`config.mk`:
```
export PLATFORM = sky130hd
export DESIGN_NAME = command_packet_deframer
export DESIGN_NICKNAME = d
export VERILOG_FILES = /design/src/rtl/cpd_pkg.sv /design/src/rtl/cpd_cfg_regs.sv /design/src/rtl/cpd_parser.sv /design/src/rtl/cpd_out_buf.sv /design/src/rtl/command_packet_deframer.sv
export SDC_FILE = /design/constraint.sdc
export NUM_CORES = 1
export LEC_CHECK = 0
export BUFFER_PORTS_ARGS = -buffer_cell sky130_fd_sc_hd__buf_4
export CAP_MARGIN = 10
export CELL_PAD_IN_SITES_DETAIL_PLACEMENT = 0
export CELL_PAD_IN_SITES_GLOBAL_PLACEMENT = 2
export CORE_MARGIN = 2
export CORE_UTILIZATION = 41
export CTS_CLUSTER_DIAMETER = 200
export CTS_CLUSTER_SIZE = 30
export DETAILED_ROUTE_END_ITERATION = 12
export GPL_TIMING_DRIVEN = 0
export PLACE_DENSITY_LB_ADDON = 0.1
export REMOVE_ABC_BUFFERS = 1
export SLEW_MARGIN = 20
export SYNTH_ARGS = -nofsm -noshare
export SYNTH_HDL_FRONTEND = slang
export SYNTH_SLANG_ARGS = --single-unit
```
`constraint.sdc`:
```
create_clock -name clk -period 17.52 [get_ports clk]
set_clock_uncertainty 0.1 [all_clocks]
set_input_delay 2.628 -clock clk [delete_from_list [all_inputs] [get_ports clk]]
set_output_delay 2.628 -clock clk [all_outputs]
set_load 0.1 [all_outputs]
```
`src/rtl/cpd_pkg.sv`:
```
// ----------------------------------------------------------------------------
// cpd_pkg : shared types and constants of the command packet deframer
// Byte codes, result kinds, register indexes, the configuration bundle and
// the packed result record shared by the parser, the registers and the top.
// ----------------------------------------------------------------------------
package cpd_pkg;

  localparam int unsigned BYTE_W   = 8;
  localparam int unsigned LEN_W    = 4;
  localparam int unsigned KIND_W   = 3;
  localparam int unsigned NUM_BODY = 8;   // body byte fields of one result
  localparam int unsigned NUM_REGS = 4;

  // Start and type bytes of the command stream
  localparam logic [BYTE_W-1:0] START_BYTE   = 8'h21;  // '!'
  localparam logic [BYTE_W-1:0] TYPE_COLOR   = 8'h43;  // 'C'
  localparam logic [BYTE_W-1:0] TYPE_BRIGHT  = 8'h56;  // 'V'
  localparam logic [BYTE_W-1:0] TYPE_WHITE   = 8'h57;  // 'W'
  localparam logic [BYTE_W-1:0] TYPE_RAINBOW = 8'h52;  // 'R'

  // Packet kinds as reported on the result
  localparam logic [KIND_W-1:0] KIND_COLOR   = 3'd0;
  localparam logic [KIND_W-1:0] KIND_BRIGHT  = 3'd1;
  localparam logic [KIND_W-1:0] KIND_WHITE   = 3'd2;
  localparam logic [KIND_W-1:0] KIND_RAINBOW = 3'd3;
  localparam logic [KIND_W-1:0] KIND_INVALID = 3'd4;

  // Register indexes
  localparam logic [1:0] REG_COLOR_LEN   = 2'd0;
  localparam logic [1:0] REG_BRIGHT_LEN  = 2'd1;
  localparam logic [1:0] REG_WHITE_LEN   = 2'd2;
  localparam logic [1:0] REG_RAINBOW_LEN = 2'd3;

  // Reset values of the total packet lengths
  localparam logic [LEN_W-1:0] COLOR_LEN_RST   = 4'd6;
  localparam logic [LEN_W-1:0] BRIGHT_LEN_RST  = 4'd3;
  localparam logic [LEN_W-1:0] WHITE_LEN_RST   = 4'd3;
  localparam logic [LEN_W-1:0] RAINBOW_LEN_RST = 4'd3;

  // Header bytes counted in every total length
  localparam logic [LEN_W-1:0] HEADER_LEN = 4'd2;

  typedef enum logic [1:0] {
    PH_HUNT = 2'd0,
    PH_TYPE = 2'd1,
    PH_BODY = 2'd2
  } phase_t;

  typedef struct packed {
    logic [NUM_REGS-1:0][LEN_W-1:0] total_len;  // indexed by packet kind
  } cfg_t;

  typedef struct packed {
    logic [KIND_W-1:0]                 kind;
    logic [LEN_W-1:0]                  body_len;
    logic [NUM_BODY-1:0][BYTE_W-1:0]   body;      // body[0] arrived first
  } result_t;

endpackage

```
`src/rtl/cpd_cfg_regs.sv`:
```
// ----------------------------------------------------------------------------
// cpd_cfg_regs : packet length registers
// Four total-length registers behind a simple APB-style slave, one word
// each, with no wait states.
// ----------------------------------------------------------------------------
module cpd_cfg_regs (
  input  logic                clk,
  input  logic                rst,
  input  logic                psel,
  input  logic                penable,
  input  logic                pwrite,
  input  logic [3:0]          paddr,
  input  logic [31:0]         pwdata,
  output logic [31:0]         prdata,
  output logic                pready,
  output cpd_pkg::cfg_t       cfg
);
  import cpd_pkg::*;

  logic [1:0] reg_idx;
  logic       wr_en;

  assign reg_idx = paddr[3:2];
  assign pready  = 1'b1;
  assign wr_en   = psel & penable & pwrite & pready;

  always_ff @(posedge clk) begin
    if (rst) begin
      cfg.total_len[REG_COLOR_LEN]   <= COLOR_LEN_RST;
      cfg.total_len[REG_BRIGHT_LEN]  <= BRIGHT_LEN_RST;
      cfg.total_len[REG_WHITE_LEN]   <= WHITE_LEN_RST;
      cfg.total_len[REG_RAINBOW_LEN] <= RAINBOW_LEN_RST;
    end else if (wr_en) begin
      cfg.total_len[reg_idx] <= pwdata[LEN_W-1:0];
    end
  end

  assign prdata = {{(32-LEN_W){1'b0}}, cfg.total_len[reg_idx]};

endmodule

```
`src/rtl/cpd_parser.sv`:
```
// ----------------------------------------------------------------------------
// cpd_parser : packet framing state machine
// Steps once per accepted byte: hunts for the start byte, decodes the type
// byte, collects the body and forms at most one result for the byte.
// ----------------------------------------------------------------------------
module cpd_parser #(
  parameter int unsigned MAX_BODY = 8
) (
  input  logic                     clk,
  input  logic                     rst,
  input  logic                     step,
  input  logic [7:0]               rx_byte,
  input  cpd_pkg::cfg_t            cfg,
  output logic                     res_valid,
  output cpd_pkg::result_t         res
);
  import cpd_pkg::*;

  phase_t                          phase;
  phase_t                          phase_next;
  logic [1:0]                      kind_held;
  logic [LEN_W-1:0]                bytes_needed;
  logic [LEN_W-1:0]                bytes_taken;
  logic [BYTE_W-1:0]               body_store [MAX_BODY];

  logic                            type_ok;
  logic [1:0]                      type_kind;
  logic [LEN_W-1:0]                sel_len;
  logic [LEN_W-1:0]                new_needed;
  logic [LEN_W-1:0]                taken_inc;
  logic                            body_done;
  logic [NUM_BODY-1:0][BYTE_W-1:0] body_view;

  // Type byte decode
  always_comb begin
    type_ok   = 1'b1;
    type_kind = KIND_COLOR[1:0];
    case (rx_byte)
      TYPE_COLOR:   type_kind = KIND_COLOR[1:0];
      TYPE_BRIGHT:  type_kind = KIND_BRIGHT[1:0];
      TYPE_WHITE:   type_kind = KIND_WHITE[1:0];
      TYPE_RAINBOW: type_kind = KIND_RAINBOW[1:0];
      default:      type_ok   = 1'b0;
    endcase
  end

  // Body length of the decoded type: total less header, clipped to the store
  always_comb begin
    sel_len = cfg.total_len[type_kind];
    if (sel_len < HEADER_LEN) begin
      new_needed = '0;
    end else begin
      new_needed = sel_len - HEADER_LEN;
    end
    if (new_needed > LEN_W'(MAX_BODY)) begin
      new_needed = LEN_W'(MAX_BODY);
    end
  end

  assign taken_inc = bytes_taken + LEN_W'(1);
  assign body_done = (taken_inc >= bytes_needed);

  // Result body: stored bytes with the byte now arriving merged in, zero
  // past the packet's length.
  for (genvar k = 0; k < NUM_BODY; k++) begin : g_view
    if (k < MAX_BODY) begin : g_live
      assign body_view[k] = (LEN_W'(k) >= bytes_needed) ? '0 :
                            (LEN_W'(k) == bytes_taken)  ? rx_byte :
                            body_store[k];
    end else begin : g_none
      assign body_view[k] = '0;
    end
  end

  // Next state
  always_comb begin
    phase_next = phase;
    if (step) begin
      case (phase)
        PH_TYPE: begin
          if (!type_ok || (new_needed == '0)) begin
            phase_next = PH_HUNT;
          end else begin
            phase_next = PH_BODY;
          end
        end
        PH_BODY: begin
          phase_next = body_done ? PH_HUNT : PH_BODY;
        end
        default: begin
          phase_next = (rx_byte == START_BYTE) ? PH_TYPE : PH_HUNT;
        end
      endcase
    end
  end

  // Result
  always_comb begin
    res_valid    = 1'b0;
    res          = '0;
    res.kind     = KIND_INVALID;
    if (step) begin
      case (phase)
        PH_TYPE: begin
          if (!type_ok) begin
            res_valid = 1'b1;
          end else if (new_needed == '0) begin
            res_valid = 1'b1;
            res.kind  = {1'b0, type_kind};
          end
        end
        PH_BODY: begin
          if (body_done) begin
            res_valid    = 1'b1;
            res.kind     = {1'b0, kind_held};
            res.body_len = bytes_needed;
            res.body     = body_view;
          end
        end
        default: begin
          res_valid = (rx_byte != START_BYTE);
        end
      endcase
    end
  end

  always_ff @(posedge clk) begin
    if (rst) begin
      phase        <= PH_HUNT;
      kind_held    <= '0;
      bytes_needed <= '0;
      bytes_taken  <= '0;
    end else begin
      phase <= phase_next;
      if (step && (phase == PH_TYPE) && type_ok) begin
        kind_held    <= type_kind;
        bytes_needed <= new_needed;
        bytes_taken  <= '0;
      end else if (step && (phase == PH_BODY)) begin
        bytes_taken  <= taken_inc;
      end
    end
  end

  for (genvar k = 0; k < MAX_BODY; k++) begin : g_store
    always_ff @(posedge clk) begin
      if (step && (phase == PH_BODY) && (bytes_taken == LEN_W'(k))) begin
        body_store[k] <= rx_byte;
      end
    end
  end

endmodule

```
`src/rtl/cpd_out_buf.sv`:
```
// ----------------------------------------------------------------------------
// cpd_out_buf : result output register with skid stage
// Holds the result shown downstream and catches one more while the sink
// stalls, so that the input side keeps a registered ready.
// ----------------------------------------------------------------------------
module cpd_out_buf (
  input  logic              clk,
  input  logic              rst,
  input  logic              push_valid,
  input  cpd_pkg::result_t  push_data,
  output logic              push_ready,
  output logic              pop_valid,
  input  logic              pop_ready,
  output cpd_pkg::result_t  pop_data
);
  import cpd_pkg::*;

  logic    main_valid;
  result_t main_data;
  logic    skid_valid;
  result_t skid_data;
  logic    main_free;

  assign push_ready = !skid_valid;
  assign pop_valid  = main_valid;
  assign pop_data   = main_data;
  assign main_free  = !main_valid || pop_ready;

  always_ff @(posedge clk) begin
    if (rst) begin
      main_valid <= 1'b0;
      skid_valid <= 1'b0;
    end else if (main_free) begin
      if (skid_valid) begin
        main_valid <= 1'b1;
        skid_valid <= 1'b0;
      end else begin
        main_valid <= push_valid;
      end
    end else if (push_valid) begin
      skid_valid <= 1'b1;
    end
  end

  always_ff @(posedge clk) begin
    if (main_free) begin
      main_data <= skid_valid ? skid_data : push_data;
    end else if (push_valid) begin
      skid_data <= push_data;
    end
  end

endmodule

```
`src/rtl/command_packet_deframer.sv`:
```
// ----------------------------------------------------------------------------
// command_packet_deframer : '!'-prefixed command packet deframer
// Frames command packets out of a received byte stream and reports each
// packet, or each discarded byte, as one result transfer.
// ----------------------------------------------------------------------------
//
//   Channel   Direction  Signals                      Carries
//   s_*       in         s_tvalid s_tready s_tdata    one received byte
//   m_*       out        m_tvalid m_tready m_tdata    body length and bytes
//                        m_tuser                      packet kind
//   APB       in/out     psel penable pwrite paddr    total packet lengths
//                        pwdata prdata pready
//
// One byte is taken every cycle while s_tready is high. Each accepted byte is processed
// in the cycle it is accepted by the parser state machine; any result it causes is
// registered in the result register, or in the skid stage while the sink stalls.
// s_tready drops only while the skid stage holds a result behind a stalled
// one, so a sink stall reaches the source after one further result.
// Reset (rst, synchronous) returns the parser to hunting for a start byte,
// empties the output stage and restores the default packet lengths.
// ----------------------------------------------------------------------------
module command_packet_deframer #(
  parameter int unsigned MAX_BODY = 8   // body bytes stored, 1 to 8
) (
  input  logic        clk,
  input  logic        rst,
  // byte stream in
  input  logic        s_tvalid,
  output logic        s_tready,
  input  logic [7:0]  s_tdata,     // [7:0] rx_byte
  // packet results out
  output logic        m_tvalid,
  input  logic        m_tready,
  output logic [71:0] m_tdata,     // [3:0] body_len, [11:4] body_0 ... [67:60] body_7,
                                   // [71:68] zero
  output logic [2:0]  m_tuser,     // [2:0] packet_kind
  // register port
  input  logic        psel,
  input  logic        penable,
  input  logic        pwrite,
  input  logic [3:0]  paddr,
  input  logic [31:0] pwdata,
  output logic [31:0] prdata,
  output logic        pready
);
  import cpd_pkg::*;

  cfg_t    cfg;
  logic    step;
  logic    res_valid;
  result_t res;
  result_t out_res;

  // A byte is consumed on every transfer of the slave side
  assign step = s_tvalid & s_tready;

  cpd_cfg_regs u_cfg_regs (
    .clk     (clk),
    .rst     (rst),
    .psel    (psel),
    .penable (penable),
    .pwrite  (pwrite),
    .paddr   (paddr),
    .pwdata  (pwdata),
    .prdata  (prdata),
    .pready  (pready),
    .cfg     (cfg)
  );

  cpd_parser #(
    .MAX_BODY (MAX_BODY)
  ) u_parser (
    .clk       (clk),
    .rst       (rst),
    .step      (step),
    .rx_byte   (s_tdata),
    .cfg       (cfg),
    .res_valid (res_valid),
    .res       (res)
  );

  // The result register and its skid stage decouple the two stream sides;
  // a result is only pushed when the skid stage is empty.
  cpd_out_buf u_out_buf (
    .clk        (clk),
    .rst        (rst),
    .push_valid (res_valid),
    .push_data  (res),
    .push_ready (s_tready),
    .pop_valid  (m_tvalid),
    .pop_ready  (m_tready),
    .pop_data   (out_res)
  );

  assign m_tdata = {4'b0000, out_res.body, out_res.body_len};
  assign m_tuser = out_res.kind;

endmodule
```
# Yosys cells after proc, flatten, opt, wreduce, memory -nomap -nowiden
# Memory sizes are Yosys's and may differ from the RTL's.
# Cells that the tools add are included.
# W data, S select, Z words.
dict set report op_classes {
  reduce_logical 30
  shift 0
  n_mux 81
  bitwise 4
  multipliers 0
  n_eq_ne 22
  n_addsub 2
  n_lt_le_gt_ge 14
  div_mod_pow 0
}
# op n
set ops {}
lappend ops {{$mux W71} 3}
lappend ops {{$mux W8} 23}
lappend ops {{$mux W68} 1}
lappend ops {{$reduce_or A8 Y1} 7}
lappend ops {{$eq A8 B7 Y1 const B} 4}
lappend ops {{$mux W1} 30}
lappend ops {{$mux W3} 9}
lappend ops {{$mux W4} 5}
lappend ops {{$bmux W4 S2} 2}
lappend ops {{$bwmux W16} 1}
lappend ops {{$eq A3 B4 Y1 const A} 4}
lappend ops {{$eq A4 B3 Y1 const B} 4}
lappend ops {{$ge A3 B4 Y1 const A} 4}
lappend ops {{$logic_and A1 B1 Y1} 12}
lappend ops {{$demux W4 S2} 1}
lappend ops {{$eq A2 B4 Y1 const A} 2}
lappend ops {{$eq A4 B2 Y1 const B} 2}
lappend ops {{$eq A8 B6 Y1 const B} 1}
lappend ops {{$ge A1 B4 Y1 const A} 2}
lappend ops {{$ge A2 B4 Y1 const A} 2}
lappend ops {{$logic_not A4 Y1} 2}
lappend ops {{$ne A8 B6 Y1 const B} 1}
lappend ops {{$lt A2 B3 Y1 const B} 2}
lappend ops {{$pmux W2 S3} 1}
lappend ops {{other kinds (21)} 28}
dict set report word_totals {
  elab_cells 184
  latch_bits 0
  in_bits 51
  memories 1
  romBits 0
  ff_bits 172
  mem_bits_rw 64
  out_inout_bits 110
}
# name depth word_bits rd rd_clocked_by_memory_dff wr line
set mem_list {}
lappend mem_list {u_parser.body_store 8 8 8 0 1 cpd_parser.sv:24} ;# logic [BYTE_W-1:0] body_store [MAX_BODY];

# Longest topological paths before layout
# Gate-level depths: netlist of the first run.
dict set report depth {
  ltp_word 14
  depth_mapped 13
  depth_no_buf 10
}

# Modules after synthesis
# Synthesis of the first run repeated with hierarchy kept, for this count alone.
dict set report hier_totals {
  hier_cells 795
  hier_area_um2 10860.4
}
# mod seq_area_each_um2 cells_per_inst area_each_um2 instances
set modules_own_cells {}
lappend modules_own_cells {cpd_out_buf 4304.1 230 5541.6 1}
lappend modules_own_cells {cpd_parser 2162.1 455 4279.1 1}
lappend modules_own_cells {cpd_cfg_regs 320.3 104 999.7 1}
lappend modules_own_cells {command_packet_deframer 0.0 6 40.0 1}

# Worst setup path before layout of the first run
# No wires, ideal clock.
dict set report synth_timing {
  path_kind {in2reg}
  from {input s_tdata[7]}
  to {register u_out_buf.skid_data[0] (netlist name) (enable)}
  n_path_buf 3
  setup_time_ns 0.524
  arrival_ns 7.978
  path_stages 13
  required_time_ns 16.896
  slack_ns 8.919
  cell_sequence {buf_2 -> or2_1 -> buf_2 -> or2_1 -> buf_2 -> o2bb2ai_2 -> inv_1 -> ha_1 -> inv_1 -> o2111ai_2 -> o22ai_2 -> o21ai_1 -> a21oi_1}
}
dict set report synth_via {
  elab_chain_cells 14
  word_cells_on_any_way 21
  classes_between {add/sub (1); order compare (2); eq/ne (5); mux (10); reduce/logical (3)}
}
# item line
set synth_rtl {}
lappend synth_rtl {{start: declaration} command_packet_deframer.sv:30} ;# input logic [7:0] s_tdata,
lappend synth_rtl {{$eq A8 B7 Y1} cpd_parser.sv:38} ;# case (rx_byte)
lappend synth_rtl {{$pmux W2 S3} cpd_parser.sv:38}
lappend synth_rtl {{$bmux W4 S2} cpd_parser.sv:49} ;# sel_len = cfg.total_len[type_kind];
lappend synth_rtl {{$mux W4 (not written as such)} cpd_parser.sv:49}
lappend synth_rtl {{$sub A4 B2 Y4 or $lt A4 B2 Y1 (tied branches)} {cpd_parser.sv:53, cpd_parser.sv:50}}
lappend synth_rtl {{$mux W4} cpd_parser.sv:50} ;# if (sel_len < HEADER_LEN) begin
lappend synth_rtl {{$gt A4 B4 Y1} cpd_parser.sv:55} ;# if (new_needed > LEN_W'(MAX_BODY)) begin
lappend synth_rtl {{$mux W4} cpd_parser.sv:55}
lappend synth_rtl {{$logic_not A4 Y1} cpd_parser.sv:107} ;# end else if (new_needed == '0) begin
lappend synth_rtl {{$mux W1} cpd_parser.sv:107}
lappend synth_rtl {{$mux W1} cpd_parser.sv:105} ;# if (!type_ok) begin
lappend synth_rtl {{$pmux W1 S2 *} cpd_parser.sv:103} ;# case (phase)
lappend synth_rtl {{$mux W1 *} cpd_parser.sv:102} ;# if (step) begin
lappend synth_rtl {{$reduce_and A2 Y1 (no line) *} -}
lappend synth_rtl {{end signal: assignment} cpd_out_buf.sv:49} ;# skid_data <= push_data;
lappend synth_rtl {{end: declaration} cpd_out_buf.sv:21} ;# result_t skid_data;
# Mark *: on every way between the ends. The rest lies on a longest branch, timed or not. The select of a mux whose other input is x is not followed.
# A chain may end at the register's enable or synchronous reset.

# Worst setup path after layout of the first run
dict set report layout_timing {
  from {input paddr[2]}
  to {output prdata[1]}
}
dict set report layout_via {
  elab_chain_cells 2
}
# item line
set layout_rtl {}
lappend layout_rtl {{start: declaration} command_packet_deframer.sv:41} ;# input logic [3:0] paddr,
lappend layout_rtl {{$bmux W4 S2} cpd_cfg_regs.sv:38} ;# assign prdata = {{(32-LEN_W){1'b0}}, cfg.total_len[reg_idx]};
lappend layout_rtl {{$mux W4 (not written as such)} cpd_cfg_regs.sv:38}
lappend layout_rtl {{end: declaration} command_packet_deframer.sv:43} ;# output logic [31:0] prdata,
# Every way passes these cells. The select of a mux whose other input is x is not followed.

==> results of run 1 <==
==> cell usage in the layout (no fill, tap or decap), types with 3 or more instances in the layout <==
master / instances
o21ai_1: 3
clkbuf_16: 11
nor2b_1: 9
xnor2_1: 4
o22ai_1: 6
and3_1: 5
nor2_1: 77
conb_1: 33
nand2b_1: 3
o21ai_0: 43
ha_1: 11
mux2i_1: 52
edfxtp_1: 206
nand2_1: 103
buf_4: 97
dfxtp_1: 29
or2_1: 3
nor3_1: 10
a21oi_1: 33
and2_1: 5
a21o_1: 33
clkbuf_1: 4
a211oi_1: 3
mux4_2: 4
nand3_1: 14
buf_16: 4
inv_1: 16
a211o_1: 9
==> Yosys cell counts (all sizes together) <==
| master | count |
|---|---|
| edfxtp | 206 |
| nand2 | 103 |
| nor2 | 77 |
| mux2i | 52 |
| o21ai | 47 |
| buf | 43 |
| a21oi | 34 |
| a21o | 33 |
| clkbuf | 32 |
| dfxtp | 30 |
| inv | 16 |
| nand3 | 14 |
| ha | 11 |
| nor3 | 10 |
| a211o | 9 |
| nor2b | 9 |
| o22ai | 7 |
| and2 | 6 |
| and3 | 5 |
| mux4 | 4 |
| nand2b | 4 |
| or2 | 4 |
| xnor2 | 4 |
| a211oi | 3 |
| a31oi | 2 |
| a32o | 2 |
| a32oi | 2 |
| conb | 2 |
| mux2 | 2 |
| o2bb2ai | 2 |
| or3 | 2 |
| xor2 | 2 |
| a21boi | 1 |
| a22oi | 1 |
| and2b | 1 |
| nand3b | 1 |
| nand4b | 1 |
| nor3b | 1 |
| nor4 | 1 |
| o2111ai | 1 |
| o22a | 1 |
| or4 | 1 |
==> power by group <==
group          internal [mW]  switching, mW
Combinational         0.0256          0.141
Clock                  0.133          0.163
Sequential             0.623        0.00523
==> cell families after synthesis <==
| kind of cell | Yosys count | synth area share [%] |
|---|---|---|
| multiplexers | 58 | 6.29 |
| XOR/XNOR | 6 | 0.522 |
| AO/OA/AOI/OAI | 145 | 9.29 |
| AND/OR/NAND/NOR | 240 | 10.3 |
| flip-flops | 236 | 67.4 |
| adder cells (fa/ha/maj) | 11 | 1.37 |
| other | 2 | 0.0746 |
| buffers and inverters | 91 | 4.78 |
==> final cells by class <==
class,instances,area [um^2],share of cell area [%]
Clock inverter,1,30.0,0.263
Inverter,16,60.1,0.527
Tap cell,324,405,3.56
Multi-Input combinational cell,493,2950,25.8
Timing Repair Buffer,103,878,7.70
Clock buffer,15,290,2.55
Sequential cell,236,6790,59.6
==> routing by layer <==
layer / share of wire [%] / wire length [um] / GRT usage [%] / vias to the layer above
met5: 0 / 0 / 0 / -
met4: 1.2 / 238 / 3.13 / 0
met3: 4.2 / 876 / 1.78 / 18
met2: 48 / 9840 / 26.3 / 148
met1: 47 / 9710 / 22.6 / 2926
li1: - / - / - / 2906
==> critical path, stage by stage <==
cell	delay, ns
buf_4	0.16
mux4_2	0.53
buf_4	0.25
==> metrics by stage <==
| stage | power, mW | instance area (um^2) |
|---|---|---|
| 2_1_floorplan | 0.770 | 9770 |
| 3_3_place_gp | 0.806 | 10900 |
| 3_5_place_dp | 0.808 | 11100 |
| 4_1_cts | 1.10 | 11400 |
| 5_1_grt | 1.13 | 11400 |
| 6_report | 1.09 | 11400 |
==> state kept, by name, summed over array words and instances, names as in the netlist, 2 cells and up <==
signal / count
u_out_buf.pop_data: 71
u_parser.phase: 2
u_parser.bytes_taken: 4
u_parser.kind_held: 2
u_cfg_regs.cfg: 16
u_out_buf.skid_data: 71
u_parser.bytes_needed: 4
u_parser.body_store: 64
==> worst max-delay path by stage <==
stage                         from                                end  slack, ns
final                     paddr[2]                          prdata[1]      11.22
after global routing      paddr[2]                          prdata[2]      11.20
after CTS                 paddr[2]                          prdata[1]      11.21
after detailed placement  paddr[2]                          prdata[1]      11.21
after global placement    m_tready  u_out_buf.skid_data[48]$_DFFE_PP_       6.02
after floorplan           m_tready   u_out_buf.skid_data[0]$_DFFE_PP_       8.94
==> flow_summary.yaml, run 1 <==
clocking:
  cts_inserted_buffers: 11
  tritoncts: "yes"
  clock_tree.root_cell: "clkbuf_16"
  worst_setup_hold_path_clk_slew_ns: 0.11
  worst_skew_pair.late_latency_ns: 0.47
  cts.path.max_buffers: 3
  cts.repair_timing.setup_buffer_count: 0
  cts_hold_repair.buffers: 0
  post_cts_gate_resize_count: 0
  h_tree_level_count: 1
  clock_sinks: 236
cells_and_area:
  area_growth_syn_to_layout_pct: 13.2
  antennaDiodeCount: 0
  finalCoreUtilization_pct: 47.0
  instances_no_fill: 1188
  fillers: 2228
  final_net_count: 923
  post_route_cells_drive_above_1_share_pct: 15.4
global_routing:
  antenna_found_initial: 0
  wire_length_of_the_first_global_routing_pass_um: 32400
  grt_use_total_pct: 15.8
  grt_max_degree: 45
  first_global_vias: 5931
  globalRouteOverflowTotal: 0
critical_path:
  required_ns: 14.79
  r2r_slack_ns: 14.01
  crit_type: "primary input to output pin"
  crit_path_start_kind: "primary input"
  worstPathMaxFanout: 8
  critPathArrivalTime_ns: 3.57
  worst_setup_path_end_kind: "output pin"
  reg2reg_from: "u_parser.bytes_taken[0]$_SDFFE_PP0P_"
  crit-reg2reg-capture: "u_out_buf.pop_data[22]$_DFFE_PP_"
  r2r_cells: 9
floorplanning:
  initial_utilization_pct: 41.5
  die_height_um: 161
  ios: 161
  std_cell_core_area_mm2: 0.0242
  die_w_um: 161
  core.rowCount: 57
  dieArea_mm2: 0.0258
place:
  routabilityCongestion: 0.789
  dp.final_hpwl_um: 13500
  dp_worst_setup_slack_ns: 11.21
  placement.io_buffers: 97
  dp_cells: 1172
sta:
  whs_ns: 0.404
  final-hold-violation-count: 0
  totalNegativeSetupSlack_ns: 0
  min_period_ns: 6.30
  timing.fmax_ghz: 0.159
  period_share_pct: 36.0
  layout_setup_ws_ns: 11.22
  report.final.setup_viol: 0
  maxSlewViolCount: 0
  timing_worst_slew_pin_value_ns: 1.02
  worst_slew_margin_rel_pct: 31.6
  rsz_0062_raised_after_global_routing: "no"
worst_hold_path:
  worst_hold_path_type: "register to register"
  timing.hold.worst.start: "u_cfg_regs.cfg[9]$_SDFFE_PP1P_"
  worstHoldPathCells: 1
  min_delay_worst_endpoint: "u_cfg_regs.cfg[9]$_SDFFE_PP1P_"
detailed_routing:
  initialDrtViolationCount: 378
  avgRoutedWirePerCell_um: 17.4
  route.detailed.vias_per_inst: 5.05
  route.antenna.remaining_nets: 0
  routed-via-count: 5998
  remaining_drc_errors: 0
  drt_first_pass_iters: 4
  route.final.wire_length_um: 20700
pwr:
  power_density_mw_per_mm2: 95.6
  vdd_ir_drop_max_mv: 0.0508
  leakagePower_nw: 4.64
synthesis:
  yosys.area.top_type: "edfxtp_1"
  ys_seq_area_share_pct: 67.4
  yosys_top_cell_area_share_pct: 61.4
  cell_area_after_technology_mapping_mm2: 0.0101
  synth_cells: 789
  post_synth.cell_area_avg_um2: 12.8
  synth.top_cells.by_area: "edfxtp_1 61%, dfxtp_1 6.0%, mux2i_1 5.2%, nand2_1 3.8%, nor2_1 2.9%"
  ys_warn_count: 0
  yosys_register_bits: 236
  synth_cell_type_count: 51
job:
  maxCapViolations: 0
run_status:
  run_status: "finished clean"
(Power assumes the default switching activity.)
==> run 2, diff against run 1 <==
Settings changed: ABC_AREA from default to 1, CORE_UTILIZATION 41 to 33.
Clock period 17.52 ns to 5.3 ns, I/O delays scaled along.
==> flow_summary.yaml, run 2 <==
synthesis:
  synth.most_common_cell: "edfxtp_1"
  synth_async_sr_flop_share_pct: 0
  synth_enable_flop_cells: 206
  ys_seq_area_share_pct: 66.6
  yosys.area_share.xor_xnor_pct: 0.172
  synthSimpleGateAreaFrac_pct: 15.2
  synth_cells: 938
  combinational_family_with_the_most_area_after_synthesis: "simple AND/OR/NAND/NOR gates"
  muxShareOfSynthArea_pct: 0
  synth_flop_cell: "edfxtp_1"
  yosys_top_cell_area_share_pct: 60.7
  synth_common_cells: "206 x edfxtp_1, 170 x nand2_1, 124 x nor2_1"
  synth_adder_area_share_pct: 1.35
  ys_warn_count: 0
  post_synth.cell_area_avg_um2: 10.9
  yosys.area.top_type: "edfxtp_1"
  synth.top_cells.by_area: "edfxtp_1 61%, nand2_1 6.3%, dfxtp_1 5.9%, o21ai_0 5.0%, nor2_1 4.6%"
  cell_area_after_technology_mapping_mm2: 0.0102
  yosys_register_bits: 236
  synth_cell_type_count: 39
  synth_compound_area_share_pct: 10.1
sta:
  layout_setup_ws_ns: 0.785
  final-hold-violation-count: 0
  report.final.setup_viol: 0
  min_period_ns: 4.51
  timing_worst_slew_pin_value_ns: 1.08
  maxSlewViolCount: 0
  rsz_0062_raised_after_global_routing: "no"
  period_share_pct: 85.2
  worst_slew_margin_rel_pct: 27.4
  timing.fmax_ghz: 0.221
detailed_routing:
  met3RoutedLength_um: 824
  avgRoutedWirePerCell_um: 17.2
  route.antenna.remaining_nets: 0
  routed-via-count: 6510
  met1_length_um: 11300
  initialDrtViolationCount: 474
  met2_wirelength_um: 11900
  remaining_drc_errors: 0
  drt_first_pass_iters: 4
  route.final.wire_length_um: 24400
  route.detailed.vias_per_inst: 4.59
  top_signal_layer_used: "met4"
floorplanning:
  die_height_um: 180
  std_cell_core_area_mm2: 0.0305
  dieArea_mm2: 0.0323
  ios: 161
  initial_utilization_pct: 33.4
  core.rowCount: 64
  die_w_um: 180
pwr:
  power_density_mw_per_mm2: 313
  sequential_group_share_of_total_power_pct: 57.0
  leakagePower_nw: 4.51
  report.power.total_mw: 3.64
  comb_power_share_pct: 15.3
  pwr-share-clk_pct: 27.7
  power_switching_share_pct: 29.1
  p_sw_mw: 1.06
  vdd_ir_drop_max_mv: 0.162
  power.internal_mw: 2.58
clocking:
  h_tree_level_count: 1
  post_cts_gate_resize_count: 0
  cts.repair_timing.setup_buffer_count: 0
  clock_tree.root_cell: "clkbuf_16"
  worst_setup_hold_path_clk_slew_ns: 0.12
  worst_skew_pair.late_latency_ns: 0.47
  cts_hold_repair.buffers: 0
  cts_inserted_buffers: 11
  cts.path.max_buffers: 3
  clock_sinks: 236
  tritoncts: "yes"
place:
  dp_cells: 1402
  routabilityCongestion: 0.799
  placement.io_buffers: 97
  dp_worst_setup_slack_ns: 0.748
  dp.final_hpwl_um: 16100
  total_cell_area_at_the_placement_stage_mm2: 0.0113
worst_hold_path:
  worst_hold_path_type: "register to register"
  timing.hold.worst.start: "u_parser.bytes_taken[3]$_SDFFE_PP0P_"
critical_path:
  critPathArrivalTime_ns: 4.57
  largest_stage_delay_worst_path_ns: 0.84
  timing.critical_path.buf_inv: 4
  crit_path_start_kind: "register"
  crit_type: "register to register"
  worst_path_dominant_cell_family: "simple AND/OR/NAND/NOR gates"
  worst_setup_path_end_kind: "register"
  reg2reg_from: "u_parser.bytes_taken[0]$_SDFFE_PP0P_"
  timing.critical_path.cells: "inv_1, ha_1, ha_1, inv_1, nor2_1, o211ai_1, o2111ai_1, nand2_1, inv_2, nand2_2, inv_1, nor2_1, o21ai_0"
  path_common_cell: "inv_1"
  crit_start: "u_parser.bytes_taken[0]$_SDFFE_PP0P_"
  worstPathMaxFanout: 18
  required_ns: 5.35
  crit_path_top_delay_cell: "nor2_1"
cells_and_area:
  finalCoreUtilization_pct: 38.1
  post_route_cells_drive_above_1_share_pct: 16.0
  fillers: 3025
  area_growth_syn_to_layout_pct: 14.0
  post_layout_instance_area_mm2: 0.0116
  layout.cells.most_common_list: "206 x edfxtp_1, 170 x nand2_1, 123 x nor2_1, 102 x o21ai_0, 97 x buf_4"
  final_net_count: 1081
  instances_no_fill: 1419
  final_common_cell: "edfxtp_1"
  antennaDiodeCount: 0
global_routing:
  grt_use_total_pct: 15.0
  grt_max_degree: 59
  globalRouteOverflowTotal: 0
  antenna_found_initial: 0
  wire_length_of_the_first_global_routing_pass_um: 37600
  first_global_vias: 6299
job:
  maxCapViolations: 0
run_status:
  run_status: "finished clean"
run 2: metrics by stage:
stage | setup TNS, ns | hold WS, ns
after floorplan | -46.66 | 0.346
after global placement | -252.01 | 0.372
after detailed placement | 0 | 0.373
after CTS | 0 | 0.379
after global routing | 0 | 0.382
final | 0 | 0.389
run 2: worst reg2reg max path, cell delays in order (launching register included):
cell and delay, ns:
dfxtp_1 0.47, inv_1 0.12, ha_1 0.34, ha_1 0.30
inv_1 0.06, nor2_1 0.03, o211ai_1 0.16, o2111ai_1 0.26
nand2_1 0.46, inv_2 0.22, nand2_2 0.33, inv_1 0.16
nor2_1 0.84, o21ai_0 0.34
run 2: final cells by class:
| cell class | instances | area, um^2 | share of cell area, % |
|---|---|---|---|
| Timing Repair Buffer | 102 | 858 | 7.39 |
| Tap cell | 396 | 495 | 4.26 |
| Multi-Input combinational cell | 596 | 2880 | 24.8 |
| Sequential cell | 236 | 6790 | 58.4 |
| Clock buffer | 16 | 294 | 2.53 |
| Inverter | 72 | 273 | 2.35 |
| Clock inverter | 1 | 30.0 | 0.258 |
run 2: power groups by stage:
stage | Clock [mW] | Sequential [mW] | Combinational [mW]
final | 1.01 | 2.07 | 0.559
after global routing | 1.11 | 2.08 | 0.578
after CTS | 1.05 | 2.07 | 0.564
after detailed placement | 0 | 2.12 | 0.564
after global placement | 0 | 2.13 | 0.552
after floorplan | 0 | 2.37 | 0.181
run 2: worst paths after layout:
path                                          end  slack, ns  cells after the start
max              u_out_buf.pop_data[26]$_DFFE_PP_       0.79                     13
min reg2reg  u_parser.bytes_taken[3]$_SDFFE_PP0P_       0.39                      2
max reg2reg      u_out_buf.pop_data[26]$_DFFE_PP_       0.79                     13
min          u_parser.bytes_taken[3]$_SDFFE_PP0P_       0.39                      2
run 2: kinds of logic (layout without fill, tap and decap cells):
family | Yosys count | count (layout)
and+or+nand+nor | 364 | 364
adders and majority gates | 11 | 11
AOI/OAI and AO/OA | 186 | 186
DFF | 236 | 236
other | 2 | 33
xor gates and xnor gates | 2 | 2
buffers and inverters | 137 | 191
run 2: per-layer routing:
layer,GRT usage (%),vias to the layer above
met2,26.1,107
met1,20.2,3074
met4,2.70,0
met3,1.94,23
met5,0,-
li1,-,3306
==> run 3, diff against run 2 <==
Settings changed: ABC_AREA 1 to default, CORE_UTILIZATION 33 to 35, SLEW_MARGIN 20 to default.
==> flow_summary.yaml, run 3 (synthesis results as in run 1) <==
run_status:
  run_status: "finished clean"
job:
  maxCapViolations: 0
detailed_routing:
  avgRoutedWirePerCell_um: 17.4
  route.final.wire_length_um: 21700
  route.detailed.vias_per_inst: 4.82
  routed-via-count: 6002
  remaining_drc_errors: 0
  initialDrtViolationCount: 377
  drt_first_pass_iters: 4
  route.antenna.remaining_nets: 0
place:
  dp.final_hpwl_um: 13700
  routabilityCongestion: 0.784
  placement.io_buffers: 97
  total_cell_area_at_the_placement_stage_mm2: 0.0111
global_routing:
  wire_length_of_the_first_global_routing_pass_um: 34000
  grt_use_total_pct: 14.2
  first_global_vias: 6043
  met3_track_utilization_from_global_routing_pct: 2.13
  grt_max_degree: 74
  grtUsageMet2_pct: 25.2
  grtUsageMet1_pct: 18.8
  antenna_found_initial: 0
  grt.busiest_layer: "met2"
  globalRouteOverflowTotal: 0
sta:
  timing.fmax_ghz: 0.262
  final-hold-violation-count: 0
  rsz_0062_raised_after_global_routing: "no"
  whs_ns: 0.409
  worst_slew_margin_rel_pct: 22.4
  min_period_ns: 3.81
  maxSlewViolCount: 0
  period_share_pct: 71.9
  timing_worst_slew_pin_value_ns: 1.16
  report.final.setup_viol: 0
worst_hold_path:
  timing.hold.worst.start: "u_parser.phase[0]$_SDFFE_PP0P_"
  worst_hold_path_type: "register to register"
clocking:
  cts.repair_timing.setup_buffer_count: 0
  post_cts_gate_resize_count: 0
  clock_sinks: 236
  worst_skew_pair.late_latency_ns: 0.48
  worst_setup_hold_path_clk_slew_ns: 0.12
  cts_inserted_buffers: 11
  tritoncts: "yes"
  cts.path.max_buffers: 3
  h_tree_level_count: 1
  clock_tree.root_cell: "clkbuf_16"
  cts_hold_repair.buffers: 0
floorplanning:
  initial_utilization_pct: 35.3
  core.rowCount: 62
  std_cell_core_area_mm2: 0.0285
  die_height_um: 174
  ios: 161
  dieArea_mm2: 0.0301
  die_w_um: 174
critical_path:
  crit_path_start_kind: "primary input"
  reg2reg_from: "u_parser.bytes_taken[0]$_SDFFE_PP0P_"
  worst_setup_path_end_kind: "register"
  critPathArrivalTime_ns: 3.89
  crit_start: "s_tdata[3]"
  crit_type: "primary input to register"
  worstPathMaxFanout: 27
  required_ns: 5.38
cells_and_area:
  post_layout_instance_area_mm2: 0.0114
  fillers: 2810
  antennaDiodeCount: 0
  multi_input_area_mm2: 0.00294
  final_common_cell: "edfxtp_1"
  final_net_count: 921
  area_growth_syn_to_layout_pct: 13.4
  layout.cells.most_common_list: "206 x edfxtp_1, 103 x nand2_1, 97 x buf_4, 77 x nor2_1, 52 x mux2i_1"
  seqCellArea_mm2: 0.00679
  post_route_cells_drive_above_1_share_pct: 15.0
pwr:
  vdd_ir_drop_max_mv: 0.143
  leakagePower_nw: 4.62
  power_density_mw_per_mm2: 317
-- run 3: cell count changes in the layout (fill, tap and decap cells not counted), moves of 10 or more --
cell / delta
o21ai_0: -59
nor2_1: -46
inv_1: -44
a21oi_1: -13
nand2_2: -16
nand3_1: -12
nand2_1: -67
inv_2: -10
mux2i_1: +52
a21o_1: +25
-- run 3: worst max-delay path, cell delays in order --
cell	delay, ns
buf_4	0.20
or2_1	0.35
or2_1	0.37
o2bb2ai_2	0.26
inv_1	0.09
ha_1	0.22
inv_1	0.11
o2111ai_2	0.14
o22ai_2	0.30
o21ai_1	0.22
a21oi_4	0.54
buf_12	0.26
-- run 3: cell type report --
type,instances,area share [%]
Clock buffer,15,2.54
Multi-Input combinational cell,493,25.7
Sequential cell,236,59.5
Timing Repair Buffer,101,7.28
Inverter,16,0.526
Clock inverter,1,0.263
Tap cell,384,4.21
-- run 3: power breakdown --
group	switching, mW	internal, mW	leakage [nW]
clock network	0.555	0.440	0.154
logic	0.466	0.0829	2.14
registers	0.0194	2.06	2.33
-- run 3: worst paths after layout --
kind | endpoint | slack, ns | cells past startpoint
max | u_out_buf.skid_data[51]$_DFFE_PP_ | 1.49 | 12
min | u_parser.phase[0]$_SDFFE_PP0P_ | 0.41 | 2
max reg2reg | u_out_buf.pop_data[54]$_DFFE_PP_ | 1.81 | 9
min reg2reg | u_parser.phase[0]$_SDFFE_PP0P_ | 0.41 | 2
-- run 3: layer usage --
metal | vias up | routed length [um]
met5 | - | 0
met4 | 0 | 233
met3 | 19 | 989
met2 | 150 | 10600
met1 | 2925 | 9830
li1 | 2908 | -
-- run 3: through the flow --
step	setup WS (ns)	setup TNS, ns	utilization [%]	power (mW)	instances
global placement	-4.58	-324.50	38.4	2.67	1226
floorplan	-1.82	-128.90	-	2.54	745
detailed placement	0.976	0	38.9	2.67	1230
global route	1.29	0	40.0	3.74	1246
finish	1.49	0	40.0	3.62	1246
CTS	1.48	0	40.0	3.67	1246
